`config.mk`:
```
export PLATFORM = sky130hd
export DESIGN_NAME = infix_to_postfix_converter
export DESIGN_NICKNAME = d
export VERILOG_FILES = /design/src/hdl/i2p_pkg.sv /design/src/hdl/i2p_ram.sv /design/src/hdl/i2p_datapath.sv /design/src/hdl/i2p_ctrl.sv /design/src/hdl/infix_to_postfix_converter.sv
export SDC_FILE = /design/constraint.sdc
export NUM_CORES = 1
export LEC_CHECK = 0
export ABC_AREA = 1
export BUFFER_PORTS_ARGS = -buffer_cell sky130_fd_sc_hd__clkbuf_2
export CAP_MARGIN = 10
export CORE_MARGIN = 1.5
export CORE_UTILIZATION = 55
export CTS_CLUSTER_SIZE = 30
export DETAILED_ROUTE_END_ITERATION = 10
export PLACE_DENSITY = 0.72
export SYNTH_ARGS = -nofsm -noshare
export SYNTH_HDL_FRONTEND = slang
export SYNTH_SLANG_ARGS = --single-unit
```
`constraint.sdc`:
```
create_clock -name i_clk -period 10.4 [get_ports i_clk]
set_input_delay 0.52 -clock i_clk [delete_from_list [all_inputs] [get_ports i_clk]]
set_output_delay 0.52 -clock i_clk [all_outputs]
set_load 0.005 [all_outputs]
```
`src/hdl/i2p_pkg.sv`:
```
package i2p_pkg;

    localparam int STACK_DEPTH_DEF = 32;
    localparam int CHAR_W          = 8;
    localparam int OP_W            = 3;
    localparam int STATUS_W        = 2;
    localparam int PREC_W          = 3;

    localparam logic REQ_CHAR = 1'b0;
    localparam logic REQ_END  = 1'b1;

    localparam logic [STATUS_W-1:0] ST_OK        = 2'd0;
    localparam logic [STATUS_W-1:0] ST_OVERFLOW  = 2'd1;
    localparam logic [STATUS_W-1:0] ST_UNM_CLOSE = 2'd2;
    localparam logic [STATUS_W-1:0] ST_UNM_OPEN  = 2'd3;

    localparam logic [OP_W-1:0] OP_LPAREN = 3'd0;
    localparam logic [OP_W-1:0] OP_PLUS   = 3'd1;
    localparam logic [OP_W-1:0] OP_MINUS  = 3'd2;
    localparam logic [OP_W-1:0] OP_MUL    = 3'd3;
    localparam logic [OP_W-1:0] OP_DIV    = 3'd4;
    localparam logic [OP_W-1:0] OP_POW    = 3'd5;

    localparam logic [CHAR_W-1:0] CH_LPAREN = 8'h28;
    localparam logic [CHAR_W-1:0] CH_RPAREN = 8'h29;
    localparam logic [CHAR_W-1:0] CH_MUL    = 8'h2A;
    localparam logic [CHAR_W-1:0] CH_PLUS   = 8'h2B;
    localparam logic [CHAR_W-1:0] CH_MINUS  = 8'h2D;
    localparam logic [CHAR_W-1:0] CH_DIV    = 8'h2F;
    localparam logic [CHAR_W-1:0] CH_POW    = 8'h5E;

    // controller -> datapath
    typedef struct packed {
        logic load_in;
        logic pop;
        logic push;
        logic replace;
        logic clear;
        logic emit;
        logic emit_valid;
        logic emit_top;
        logic last;
    } t_dp_cmd;

    // datapath -> controller
    typedef struct packed {
        logic is_end;
        logic is_lparen;
        logic is_rparen;
        logic is_op;
        logic stk_empty;
        logic top_lparen;
        logic one_left;
        logic second_lparen;
        logic pop_now;
        logic pop_more;
        logic np_zero;
        logic np_one;
        logic out_free;
    } t_dp_stat;

    function automatic logic is_op_char(input logic [CHAR_W-1:0] ch);
        return (ch == CH_PLUS) || (ch == CH_MINUS) || (ch == CH_MUL) ||
               (ch == CH_DIV) || (ch == CH_POW);
    endfunction

    // '(' and non-operators map to OP_LPAREN
    function automatic logic [OP_W-1:0] op_code(input logic [CHAR_W-1:0] ch);
        logic [OP_W-1:0] code;
        unique case (ch)
            CH_PLUS:  code = OP_PLUS;
            CH_MINUS: code = OP_MINUS;
            CH_MUL:   code = OP_MUL;
            CH_DIV:   code = OP_DIV;
            CH_POW:   code = OP_POW;
            default:  code = OP_LPAREN;
        endcase
        return code;
    endfunction

    function automatic logic [PREC_W-1:0] in_prec(input logic [OP_W-1:0] code);
        logic [PREC_W-1:0] p;
        unique case (code)
            OP_PLUS, OP_MINUS: p = 3'd1;
            OP_MUL, OP_DIV:    p = 3'd3;
            OP_POW:            p = 3'd6;
            default:           p = 3'd0;
        endcase
        return p;
    endfunction

    function automatic logic [PREC_W-1:0] stk_prec(input logic [OP_W-1:0] code);
        logic [PREC_W-1:0] p;
        unique case (code)
            OP_PLUS, OP_MINUS: p = 3'd2;
            OP_MUL, OP_DIV:    p = 3'd4;
            OP_POW:            p = 3'd5;
            default:           p = 3'd0;
        endcase
        return p;
    endfunction

    function automatic logic [CHAR_W-1:0] op_char(input logic [OP_W-1:0] code);
        logic [CHAR_W-1:0] c;
        unique case (code)
            OP_LPAREN: c = CH_LPAREN;
            OP_PLUS:   c = CH_PLUS;
            OP_MINUS:  c = CH_MINUS;
            OP_MUL:    c = CH_MUL;
            OP_DIV:    c = CH_DIV;
            OP_POW:    c = CH_POW;
            default:   c = '0;
        endcase
        return c;
    endfunction

endpackage

```
`src/hdl/i2p_ram.sv`:
```
module i2p_ram #(
    parameter int WIDTH = 8,
    parameter int DEPTH = 32
) (
    input  logic                     i_clk,
    input  logic                     i_we,
    input  logic [$clog2(DEPTH)-1:0] i_waddr,
    input  logic [WIDTH-1:0]         i_wdata,
    input  logic [$clog2(DEPTH)-1:0] i_raddr,
    output logic [WIDTH-1:0]         o_rdata
);

    logic [WIDTH-1:0] r_mem [DEPTH];
    logic [WIDTH-1:0] r_rdata;

    // write-first on a same-address read
    always_ff @(posedge i_clk) begin
        if (i_we) begin
            r_mem[i_waddr] <= i_wdata;
        end
        if (i_we && (i_waddr == i_raddr)) begin
            r_rdata <= i_wdata;
        end else begin
            r_rdata <= r_mem[i_raddr];
        end
    end

    assign o_rdata = r_rdata;

endmodule

```
`src/hdl/i2p_datapath.sv`:
```
module i2p_datapath import i2p_pkg::*; #(
    parameter int STACK_DEPTH = STACK_DEPTH_DEF
) (
    input  logic                i_clk,
    input  logic                i_rst_n,
    input  t_dp_cmd             i_cmd,
    output t_dp_stat            o_stat,
    input  logic                i_req_type,
    input  logic [CHAR_W-1:0]   i_char_in,
    input  logic                i_out_ready,
    output logic                o_out_valid,
    output logic [CHAR_W-1:0]   o_out_char,
    output logic                o_char_valid,
    output logic                o_run_last,
    output logic [STATUS_W-1:0] o_status
);

    localparam int CW = $clog2(STACK_DEPTH + 1);
    localparam int AW = $clog2(STACK_DEPTH);

    logic                r_req;
    logic [CHAR_W-1:0]   r_char;
    logic [STATUS_W-1:0] r_status;
    logic [CW-1:0]       r_count;
    logic [CW-1:0]       r_lp;
    logic [OP_W-1:0]     r_top;
    logic                r_out_valid;
    logic [CHAR_W-1:0]   r_out_char;
    logic                r_out_cvalid;
    logic                r_out_last;
    logic [STATUS_W-1:0] r_out_status;

    logic [CW-1:0]       n_count;
    logic [CW-1:0]       n_lp;
    logic [OP_W-1:0]     n_top;
    logic [STATUS_W-1:0] n_status;

    logic [OP_W-1:0]     w_code;
    logic [OP_W-1:0]     w_push_code;
    logic [PREC_W-1:0]   w_ip;
    logic                w_full;
    logic                w_empty;
    logic                w_push_ok;
    logic [CW-1:0]       w_np;
    logic [CW-1:0]       w_rd_full;
    logic [CW-1:0]       w_wr_full;
    logic [OP_W-1:0]     w_second;
    logic [CHAR_W-1:0]   w_emit_char;

    assign w_code      = op_code(r_char);
    assign w_push_code = (r_char == CH_LPAREN) ? OP_LPAREN : w_code;
    assign w_ip        = in_prec(w_code);
    assign w_full      = (r_count == CW'(STACK_DEPTH));
    assign w_empty     = (r_count == '0);
    assign w_np        = r_count - r_lp;
    assign w_push_ok   = i_cmd.push && !w_full;

    always_comb begin
        o_stat.is_end        = (r_req == REQ_END);
        o_stat.is_lparen     = (r_req == REQ_CHAR) && (r_char == CH_LPAREN);
        o_stat.is_rparen     = (r_req == REQ_CHAR) && (r_char == CH_RPAREN);
        o_stat.is_op         = (r_req == REQ_CHAR) && is_op_char(r_char);
        o_stat.stk_empty     = w_empty;
        o_stat.top_lparen    = (r_top == OP_LPAREN);
        o_stat.one_left      = (r_count == CW'(1));
        o_stat.second_lparen = (w_second == OP_LPAREN);
        o_stat.pop_now       = !w_empty && (stk_prec(r_top) > w_ip);
        o_stat.pop_more      = (r_count > CW'(1)) && (stk_prec(w_second) > w_ip);
        o_stat.np_zero       = (w_np == '0);
        o_stat.np_one        = (w_np == CW'(1));
        o_stat.out_free      = !r_out_valid || i_out_ready;
    end

    // run status is known before the first result
    always_comb begin
        n_status = ST_OK;
        if (i_req_type == REQ_END) begin
            if (r_lp != '0) begin
                n_status = ST_UNM_OPEN;
            end
        end else if (i_char_in == CH_LPAREN) begin
            if (w_full) begin
                n_status = ST_OVERFLOW;
            end
        end else if (i_char_in == CH_RPAREN) begin
            if (r_lp == '0) begin
                n_status = ST_UNM_CLOSE;
            end
        end else if (is_op_char(i_char_in)) begin
            if (w_full && !(stk_prec(r_top) > in_prec(op_code(i_char_in)))) begin
                n_status = ST_OVERFLOW;
            end
        end
    end

    always_comb begin
        n_count = r_count;
        n_lp    = r_lp;
        n_top   = r_top;
        if (i_cmd.clear) begin
            n_count = '0;
            n_lp    = '0;
        end else if (i_cmd.pop) begin
            n_count = r_count - CW'(1);
            n_top   = w_second;
            if (r_top == OP_LPAREN) begin
                n_lp = r_lp - CW'(1);
            end
        end else if (w_push_ok) begin
            n_count = r_count + CW'(1);
            n_top   = w_push_code;
            if (w_push_code == OP_LPAREN) begin
                n_lp = r_lp + CW'(1);
            end
        end else if (i_cmd.replace) begin
            n_top = w_push_code;
        end
    end

    // RAM holds every entry below the top; its read port tracks the second entry
    assign w_rd_full = n_count - CW'(2);
    assign w_wr_full = r_count - CW'(1);

    i2p_ram #(
        .WIDTH (OP_W),
        .DEPTH (STACK_DEPTH)
    ) u_stack (
        .i_clk   (i_clk),
        .i_we    (w_push_ok && !w_empty),
        .i_waddr (w_wr_full[AW-1:0]),
        .i_wdata (r_top),
        .i_raddr (w_rd_full[AW-1:0]),
        .o_rdata (w_second)
    );

    assign w_emit_char = !i_cmd.emit_valid ? '0 :
                         i_cmd.emit_top    ? op_char(r_top) : r_char;

    always_ff @(posedge i_clk) begin
        if (!i_rst_n) begin
            r_count     <= '0;
            r_lp        <= '0;
            r_out_valid <= 1'b0;
        end else begin
            r_count <= n_count;
            r_lp    <= n_lp;
            if (i_cmd.emit) begin
                r_out_valid <= 1'b1;
            end else if (i_out_ready) begin
                r_out_valid <= 1'b0;
            end
        end
    end

    always_ff @(posedge i_clk) begin
        r_top <= n_top;
        if (i_cmd.load_in) begin
            r_req    <= i_req_type;
            r_char   <= i_char_in;
            r_status <= n_status;
        end
        if (i_cmd.emit) begin
            r_out_char   <= w_emit_char;
            r_out_cvalid <= i_cmd.emit_valid;
            r_out_last   <= i_cmd.last;
            r_out_status <= r_status;
        end
    end

    assign o_out_valid  = r_out_valid;
    assign o_out_char   = r_out_char;
    assign o_char_valid = r_out_cvalid;
    assign o_run_last   = r_out_last;
    assign o_status     = r_out_status;

    a_count_bound: assert property (@(posedge i_clk) disable iff (!i_rst_n)
        r_count <= CW'(STACK_DEPTH))
        else $error("stack count above depth");

    a_lp_bound: assert property (@(posedge i_clk) disable iff (!i_rst_n)
        r_lp <= r_count)
        else $error("open paren count above stack count");

    a_full_drop: assert property (@(posedge i_clk) disable iff (!i_rst_n)
        (i_cmd.push && w_full && !i_cmd.clear && !i_cmd.pop) |=> w_full)
        else $error("push onto full stack not dropped");

endmodule

```
`src/hdl/i2p_ctrl.sv`:
```
module i2p_ctrl import i2p_pkg::*; (
    input  logic     i_clk,
    input  logic     i_rst_n,
    input  logic     i_in_valid,
    output logic     o_in_ready,
    input  t_dp_stat i_stat,
    output t_dp_cmd  o_cmd
);

    typedef enum logic [2:0] {
        S_IDLE = 3'b001,
        S_EXEC = 3'b010,
        S_DROP = 3'b100
    } t_state;

    t_state r_state;
    t_state n_state;

    always_comb begin
        n_state = r_state;
        o_cmd   = '0;
        unique case (r_state)
            S_IDLE: begin
                if (i_in_valid) begin
                    o_cmd.load_in = 1'b1;
                    n_state       = S_EXEC;
                end
            end
            S_EXEC: begin
                if (i_stat.out_free) begin
                    if (i_stat.is_end) begin
                        if (i_stat.np_zero) begin
                            o_cmd.emit  = 1'b1;
                            o_cmd.last  = 1'b1;
                            o_cmd.clear = 1'b1;
                            n_state     = S_IDLE;
                        end else if (i_stat.top_lparen) begin
                            o_cmd.pop = 1'b1;
                        end else begin
                            o_cmd.emit       = 1'b1;
                            o_cmd.emit_valid = 1'b1;
                            o_cmd.emit_top   = 1'b1;
                            if (i_stat.np_one) begin
                                // only open parens remain below
                                o_cmd.last  = 1'b1;
                                o_cmd.clear = 1'b1;
                                n_state     = S_IDLE;
                            end else begin
                                o_cmd.pop = 1'b1;
                            end
                        end
                    end else if (i_stat.is_lparen) begin
                        o_cmd.push = 1'b1;
                        o_cmd.emit = 1'b1;
                        o_cmd.last = 1'b1;
                        n_state    = S_IDLE;
                    end else if (i_stat.is_rparen) begin
                        if (i_stat.stk_empty) begin
                            o_cmd.emit = 1'b1;
                            o_cmd.last = 1'b1;
                            n_state    = S_IDLE;
                        end else if (i_stat.top_lparen) begin
                            o_cmd.pop  = 1'b1;
                            o_cmd.emit = 1'b1;
                            o_cmd.last = 1'b1;
                            n_state    = S_IDLE;
                        end else begin
                            o_cmd.pop        = 1'b1;
                            o_cmd.emit       = 1'b1;
                            o_cmd.emit_valid = 1'b1;
                            o_cmd.emit_top   = 1'b1;
                            if (i_stat.one_left) begin
                                o_cmd.last = 1'b1;
                                n_state    = S_IDLE;
                            end else if (i_stat.second_lparen) begin
                                o_cmd.last = 1'b1;
                                n_state    = S_DROP;
                            end
                        end
                    end else if (i_stat.is_op) begin
                        if (i_stat.pop_now) begin
                            o_cmd.emit       = 1'b1;
                            o_cmd.emit_valid = 1'b1;
                            o_cmd.emit_top   = 1'b1;
                            if (i_stat.pop_more) begin
                                o_cmd.pop = 1'b1;
                            end else begin
                                // final pop and push fold into one top update
                                o_cmd.replace = 1'b1;
                                o_cmd.last    = 1'b1;
                                n_state       = S_IDLE;
                            end
                        end else begin
                            o_cmd.push = 1'b1;
                            o_cmd.emit = 1'b1;
                            o_cmd.last = 1'b1;
                            n_state    = S_IDLE;
                        end
                    end else begin
                        o_cmd.emit       = 1'b1;
                        o_cmd.emit_valid = 1'b1;
                        o_cmd.last       = 1'b1;
                        n_state          = S_IDLE;
                    end
                end
            end
            S_DROP: begin
                o_cmd.pop = 1'b1;
                n_state   = S_IDLE;
            end
            default: begin
                n_state = S_IDLE;
            end
        endcase
    end

    always_ff @(posedge i_clk) begin
        if (!i_rst_n) begin
            r_state <= S_IDLE;
        end else begin
            r_state <= n_state;
        end
    end

    assign o_in_ready = (r_state == S_IDLE);

    a_drop_to_idle: assert property (@(posedge i_clk) disable iff (!i_rst_n)
        (r_state == S_DROP) |=> (r_state == S_IDLE))
        else $error("paren drop did not finish in one cycle");

    a_load_exec: assert property (@(posedge i_clk) disable iff (!i_rst_n)
        o_cmd.load_in |=> (r_state == S_EXEC))
        else $error("accepted transaction not executed");

    a_emit_free: assert property (@(posedge i_clk) disable iff (!i_rst_n)
        o_cmd.emit |-> i_stat.out_free)
        else $error("result overwrites pending output");

endmodule

```
`src/hdl/infix_to_postfix_converter.sv`:
```
// A request is accepted only in S_IDLE and registered; S_EXEC then emits its results
// one per step while the output is free. Operands, '(' and non-popping operators take
// one step; an operator emits each popped entry, ')' emits each popped operator and
// S_DROP drops a matched '(' under them; end pops down to the deepest operator.
// Reset: synchronous active-low; clears stack count, paren count, FSM and output valid.
// Stack RAM contents are not cleared.
module infix_to_postfix_converter import i2p_pkg::*; #(
    parameter int STACK_DEPTH = STACK_DEPTH_DEF
) (
    input  logic              i_clk,
    input  logic              i_rst_n,
    input  logic              s_axis_tvalid,
    output logic              s_axis_tready,
    input  logic [CHAR_W-1:0] s_axis_tdata,  // [7:0] char_in
    input  logic [0:0]        s_axis_tuser,  // [0] req_type
    output logic              m_axis_tvalid,
    input  logic              m_axis_tready,
    output logic [CHAR_W-1:0] m_axis_tdata,  // [7:0] out_char
    output logic [2:0]        m_axis_tuser,  // [0] char_valid, [2:1] status
    output logic              m_axis_tlast   // run_last
);

    t_dp_cmd             w_cmd;
    t_dp_stat            w_stat;
    logic                w_char_valid;
    logic [STATUS_W-1:0] w_status;

    i2p_ctrl u_ctrl (
        .i_clk      (i_clk),
        .i_rst_n    (i_rst_n),
        .i_in_valid (s_axis_tvalid),
        .o_in_ready (s_axis_tready),
        .i_stat     (w_stat),
        .o_cmd      (w_cmd)
    );

    i2p_datapath #(
        .STACK_DEPTH (STACK_DEPTH)
    ) u_dp (
        .i_clk        (i_clk),
        .i_rst_n      (i_rst_n),
        .i_cmd        (w_cmd),
        .o_stat       (w_stat),
        .i_req_type   (s_axis_tuser[0]),
        .i_char_in    (s_axis_tdata),
        .i_out_ready  (m_axis_tready),
        .o_out_valid  (m_axis_tvalid),
        .o_out_char   (m_axis_tdata),
        .o_char_valid (w_char_valid),
        .o_run_last   (m_axis_tlast),
        .o_status     (w_status)
    );

    assign m_axis_tuser = {w_status, w_char_valid};

endmodule
```
Word level (Yosys, flattened, before mapping)
Memory sizes are Yosys's and may differ from the RTL's. A register that Yosys moved wholly into a read port is not among the register bits.
Index checks and enable logic that the tools add are counted.
{"block": "op_classes", "addsub": 6, "order_cmp": 4, "eq_ne": 47, "muxes": 103, "bitwise_logic": 3, "n_reduce_logical": 45}
{"operator": "$eq 8x6->1 const B", "count": 12}
{"operator": "$mux 3", "count": 32}
{"operator": "$mux 6", "count": 7}
{"operator": "$pmux 7 s6", "count": 1}
{"operator": "$pmux 3 s3", "count": 4}
{"operator": "$mux 1", "count": 35}
{"operator": "$pmux 3 s5", "count": 2}
{"operator": "$mux 2", "count": 14}
{"operator": "$eq 3x2->1 const B", "count": 9}
{"operator": "$eq 3x3->1 const B", "count": 9}
{"operator": "$logic_not 6->1", "count": 3}
{"operator": "$reduce_or 2->1", "count": 9}
{"operator": "$eq 8x7->1 const B", "count": 2}
{"operator": "$mux 8", "count": 2}
{"operator": "$eq 3x1->1 const B", "count": 5}
{"operator": "$add 6x1->6 const B", "count": 2}
{"operator": "$eq 6x1->1 const B", "count": 2}
{"operator": "$sub 6x1->6 const B", "count": 2}
{"operator": "$gt 3x3->1", "count": 3}
{"operator": "$logic_not 3->1", "count": 3}
{"operator": "$logic_or 1x1->1", "count": 9}
{"operator": "$logic_and 1x1->1", "count": 8}
{"operator": "$mux 4", "count": 2}
{"operator": "$ne 4x4->1 const B", "count": 2}
{"operator": "20 further kinds", "count": 29}
{"block": "word_totals", "reg_bits": 42, "mem_bits_rw": 96, "inputBits": 13, "elab_cells": 221, "mem_count": 1}
{"memory": "u_dp.u_stack.r_mem", "words": 32, "width": 3, "read_ports": 1, "rd_ports_with_merged_regs": 1, "write_ports": 1, "line_no": "i2p_ram.sv:13", "source": "logic [WIDTH-1:0] r_mem [DEPTH];"}

Logic depth before layout (Yosys ltp)
{"block": "logic_depth", "word_depth": 24, "ltp_mapped": 39, "mapped_depth_nobuf": 35}

By module
Synthesis repeated with hierarchy kept, for this count alone.
{"block": "unflattened", "hier_cells": 845, "area_unflattened_um2": 7572.3}
{"mod": "i2p_ram", "n_inst": 1, "cells_each": 379, "area_each_um2": 4167.7}
{"mod": "i2p_datapath", "n_inst": 1, "cells_each": 386, "area_each_um2": 2936.6}
{"mod": "i2p_ctrl", "n_inst": 1, "cells_each": 79, "area_each_um2": 460.4}
{"mod": "infix_to_postfix_converter", "n_inst": 1, "cells_each": 1, "area_each_um2": 7.5}

Worst setup path after synthesis
No wires, ideal clock.
{"block": "synth_path", "kind": "register to register", "start": "register with a tool-made name", "end": "register u_dp.r_lp[5]", "t_arrival_ps": 3904, "required_time_ps": 10284, "slack_ps": 6380, "stages_incl_launch_ff": 39, "n_path_buf": 4, "synth_period_minus_slack_ps": 4020, "cell_sequence": "dfxtp_1 buf_4 inv_2 buf_4 buf_4 nand3_1 nand2_1 o21ai_0 nand2_1 nand3_1 nand2_1 inv_1 nor2_1 o21a_1 ha_1 nand2_1 nor2_1 nor2_1 [... 3 more ...] nand2_2 nand2_2 nand2_4 nand2_4 buf_6 ha_1 a21oi_1 nand2_1 a21oi_1 inv_1 a21oi_1 inv_1 nand2_1 nand2_1 inv_1 nand2_1 nand2_1 a21oi_2"}
{"item": "to (signal assigned)", "line_no": "i2p_datapath.sv:146", "source": "r_lp <= n_lp;"}
{"item": "to (decl)", "line_no": "i2p_datapath.sv:25", "source": "logic [CW-1:0] r_lp;"}

==> impl_metrics.tcl <==
set metrics [dict create \
    finalSetupViolations 0 \
    yosys-top-cells-count "nand2_1, edfxtp_1, nand3_1" \
    async_flop_share_pct 0 \
    dr_wl_met3_microns 812 \
    synth.area.top_cells "edfxtp_1, nand2_1, nand3_1, dfxtp_1, inv_1" \
    slowest_delay_ps 960 \
    fmax_mhz 193 \
    end_kind "flip-flop" \
    worst_path_max_delay_cell "dfxtp_1" \
    slew_violations 0 \
    synth_top_area_cell "edfxtp_1" \
    overflow 0 \
    dp.cells 1038 \
    postCtsSetupBuffers 0 \
    critPathKind "flip-flop to flip-flop" \
    yosys_most_used_dff "edfxtp_1" \
    status "finished clean" \
    hold_buffers 0 \
    grt_pass1_wl_mm 27.7 \
    route.met2.wl_mm 8.00 \
    track_usage_pct 24.6 \
    clockBufferDepth 2 \
    cts_resized 0 \
    finalHoldViolCount 0 \
    cts_sinks 143 \
    drv_cap 0 \
    wl_per_cell_microns 15.3 \
    worstPathMaxFanout 28 \
    gp_congestion 0.872 \
    drc 0 \
    finClkSkew_ps 7.66 \
    n_antenna_cell 0 \
    setup-tns-final_ps 0 \
    post-route-min-period_ps 5180 \
    startpoint_type "flip-flop" \
    clock_latency_ps 430 \
    vdd_drop_max_uv 104 \
    antenna_found_initial 0 \
    cts_root_buf "clkbuf_16" \
    synth_edf_count 122 \
    via_per_inst 5.46 \
    grt_max_degree 64 \
    start_util_pct 57.0 \
    worstPathArrival_ps 5490 \
    htreeDepth 4 \
    finalNetCount 921 \
    syn_nets 895 \
    postSynthAreaPerCell_sq_um 8.97 \
    nFillCells 1149 \
    syn_to_final_growth_pct 9.49 \
    cts_tree "yes" \
    p_leak_nw 3.58 \
    required_ps 10720 \
    seq_area_frac_synth_pct 53.2 \
    ys_seq_elements 143 \
    die_area_sq_um 14700 \
    die_h_microns 121 \
    wl_mm 16.4 \
    netlist_instances 855 \
    min_path_type "input pin to flip-flop" \
    ios 27 \
    synth_top_area_share_pct 47.7 \
    cp_common_cell "nand2_1" \
    routed.top_layer "met4" \
    cts.clk_slew.worst_paths_ps 60 \
    slew_headroom_pct 34.7 \
    synthesis.area_sq_um 7670 \
    max_slew.worst_pin.slew_ps 978 \
    grt_setup_unrepaired "false" \
    dp_hpwl_mm 11.5 \
    ys_warn_count 0 \
    post-synth-top-count-cell "nand2_1" \
    fp-row-count 42 \
    ys_types 47 \
    drtIter0Drc 414 \
    stdcell_count 1070 \
    vias 5844 \
    wl_met1_mm 7.26 \
    fp.dieW_microns 121 \
    power_density_nw_per_um2 154 \
    period_share_pct 49.8 \
    portBuffers 26 \
    dr.pass1.iters 7 \
    cts_inserted_buffers 17 \
    grt_pass1_vias 5785 \
    final_antenna_net_count 0 \
    core_area_sq_um 13500 \
    drive_gt1_share_pct 12.1 \
]
[registers in the layout (all words and copies together) (netlist names), 2 cells and up, named ones only]
register,flops
u_dp.o_status,2
u_dp.r_lp,6
u_dp.r_char,8
u_dp.r_top,3
u_dp.o_out_char,8
u_dp.u_stack.r_mem,96
u_dp.r_count,6
u_dp.r_status,2
u_ctrl.r_state,3
[report_power, final]
group / total, mW / switching, mW / internal (mW)
clock: 0.521 / 0.223 / 0.299
sequential: 0.658 / 0.0158 / 0.643
combinational: 0.110 / 0.0768 / 0.0336
[area by class of cell]
type                    instances  area, sq um  share of cell area, %
flip-flops and latches        143         4090                   48.6
multi-input cells             587         3040                   36.2
clock buffers                  19          433                   5.15
inverters                     102          387                   4.60
well taps                     176          220                   2.62
repair buffers                 30          160                   1.91
clock inverters                13         75.1                  0.894
[kinds of logic (layout without fill, tap and decap cells)]
family,Yosys count,count (layout),share of synthesized area [%]
DFF,143,143,53.2
AOI/OAI and AO/OA,73,73,5.40
buffers and inverters,125,164,7.14
and+or+nand+nor,472,472,27.8
xor gates and xnor gates,15,15,1.81
adders and majority gates,27,27,4.60
[cell usage in the layout (no fill, tap or decap), types with 3 or more instances in the layout]
cell        count
or2_2           7
nand2_2        11
buf_4           4
nand2_1       218
inv_2           3
xor2_1          6
nor2_1         84
a211oi_1        3
o211ai_1        5
nor2_4          4
a21oi_1        34
edfxtp_1      122
xnor2_1         8
clkbuf_16      17
nand2_4         5
nor4_1          3
inv_1          96
o21ai_1         5
o21ai_0        16
nand3_1       106
nor3_1          8
nand4_1         8
dfxtp_1        20
clkbuf_2       26
clkinvlp_4      3
nor2_2          7
clkinv_2        9
ha_1           25
[metrics by stage]
| stage | utilization (%) | hold WS (ps) | area, sq um | setup slack, ps | power (mW) |
|---|---|---|---|---|---|
| 2_1_floorplan | - | 400 | 7670 | 6380 | 0.748 |
| 3_3_place_gp | 58.7 | 409 | 7890 | 5450 | 0.777 |
| 3_5_place_dp | 58.7 | 414 | 7890 | 5270 | 0.780 |
| 4_1_cts | 62.5 | 275 | 8400 | 5250 | 1.30 |
| 5_1_grt | 62.5 | 279 | 8400 | 4540 | 1.34 |
| 6_report | 62.5 | 286 | 8400 | 5220 | 1.29 |
[worst max-delay path, delay by kind of cell (launching register included)]
kind	cells	cell delay, ps
AOI/OAI and AO/OA	7	1050
and+or+nand+nor	20	1750
adders and majority gates	2	610
DFF	1	960
buffers and inverters	5	670
[path summary, 6_finish.rpt]
check / start / to / slack, ps / cells after the start
worst max-delay path: flip-flop / u_dp.r_lp[5] / 5220 / 34
worst min-delay path: s_axis_tdata[4] / u_dp.r_char[4] / 290 / 1
worst max register to register: flip-flop / u_dp.r_lp[5] / 5220 / 34
worst min register to register: u_dp.r_status[0] / u_dp.o_status[0] / 420 / 0
[layer usage]
layer / vias up / GRT usage, %
met2: 163 / 41.2
li1: 2903 / -
met1: 2745 / 31.1
met3: 33 / 5.17
met5: - / 0
met4: 0 / 10.2
(Power assumes the default switching activity.)
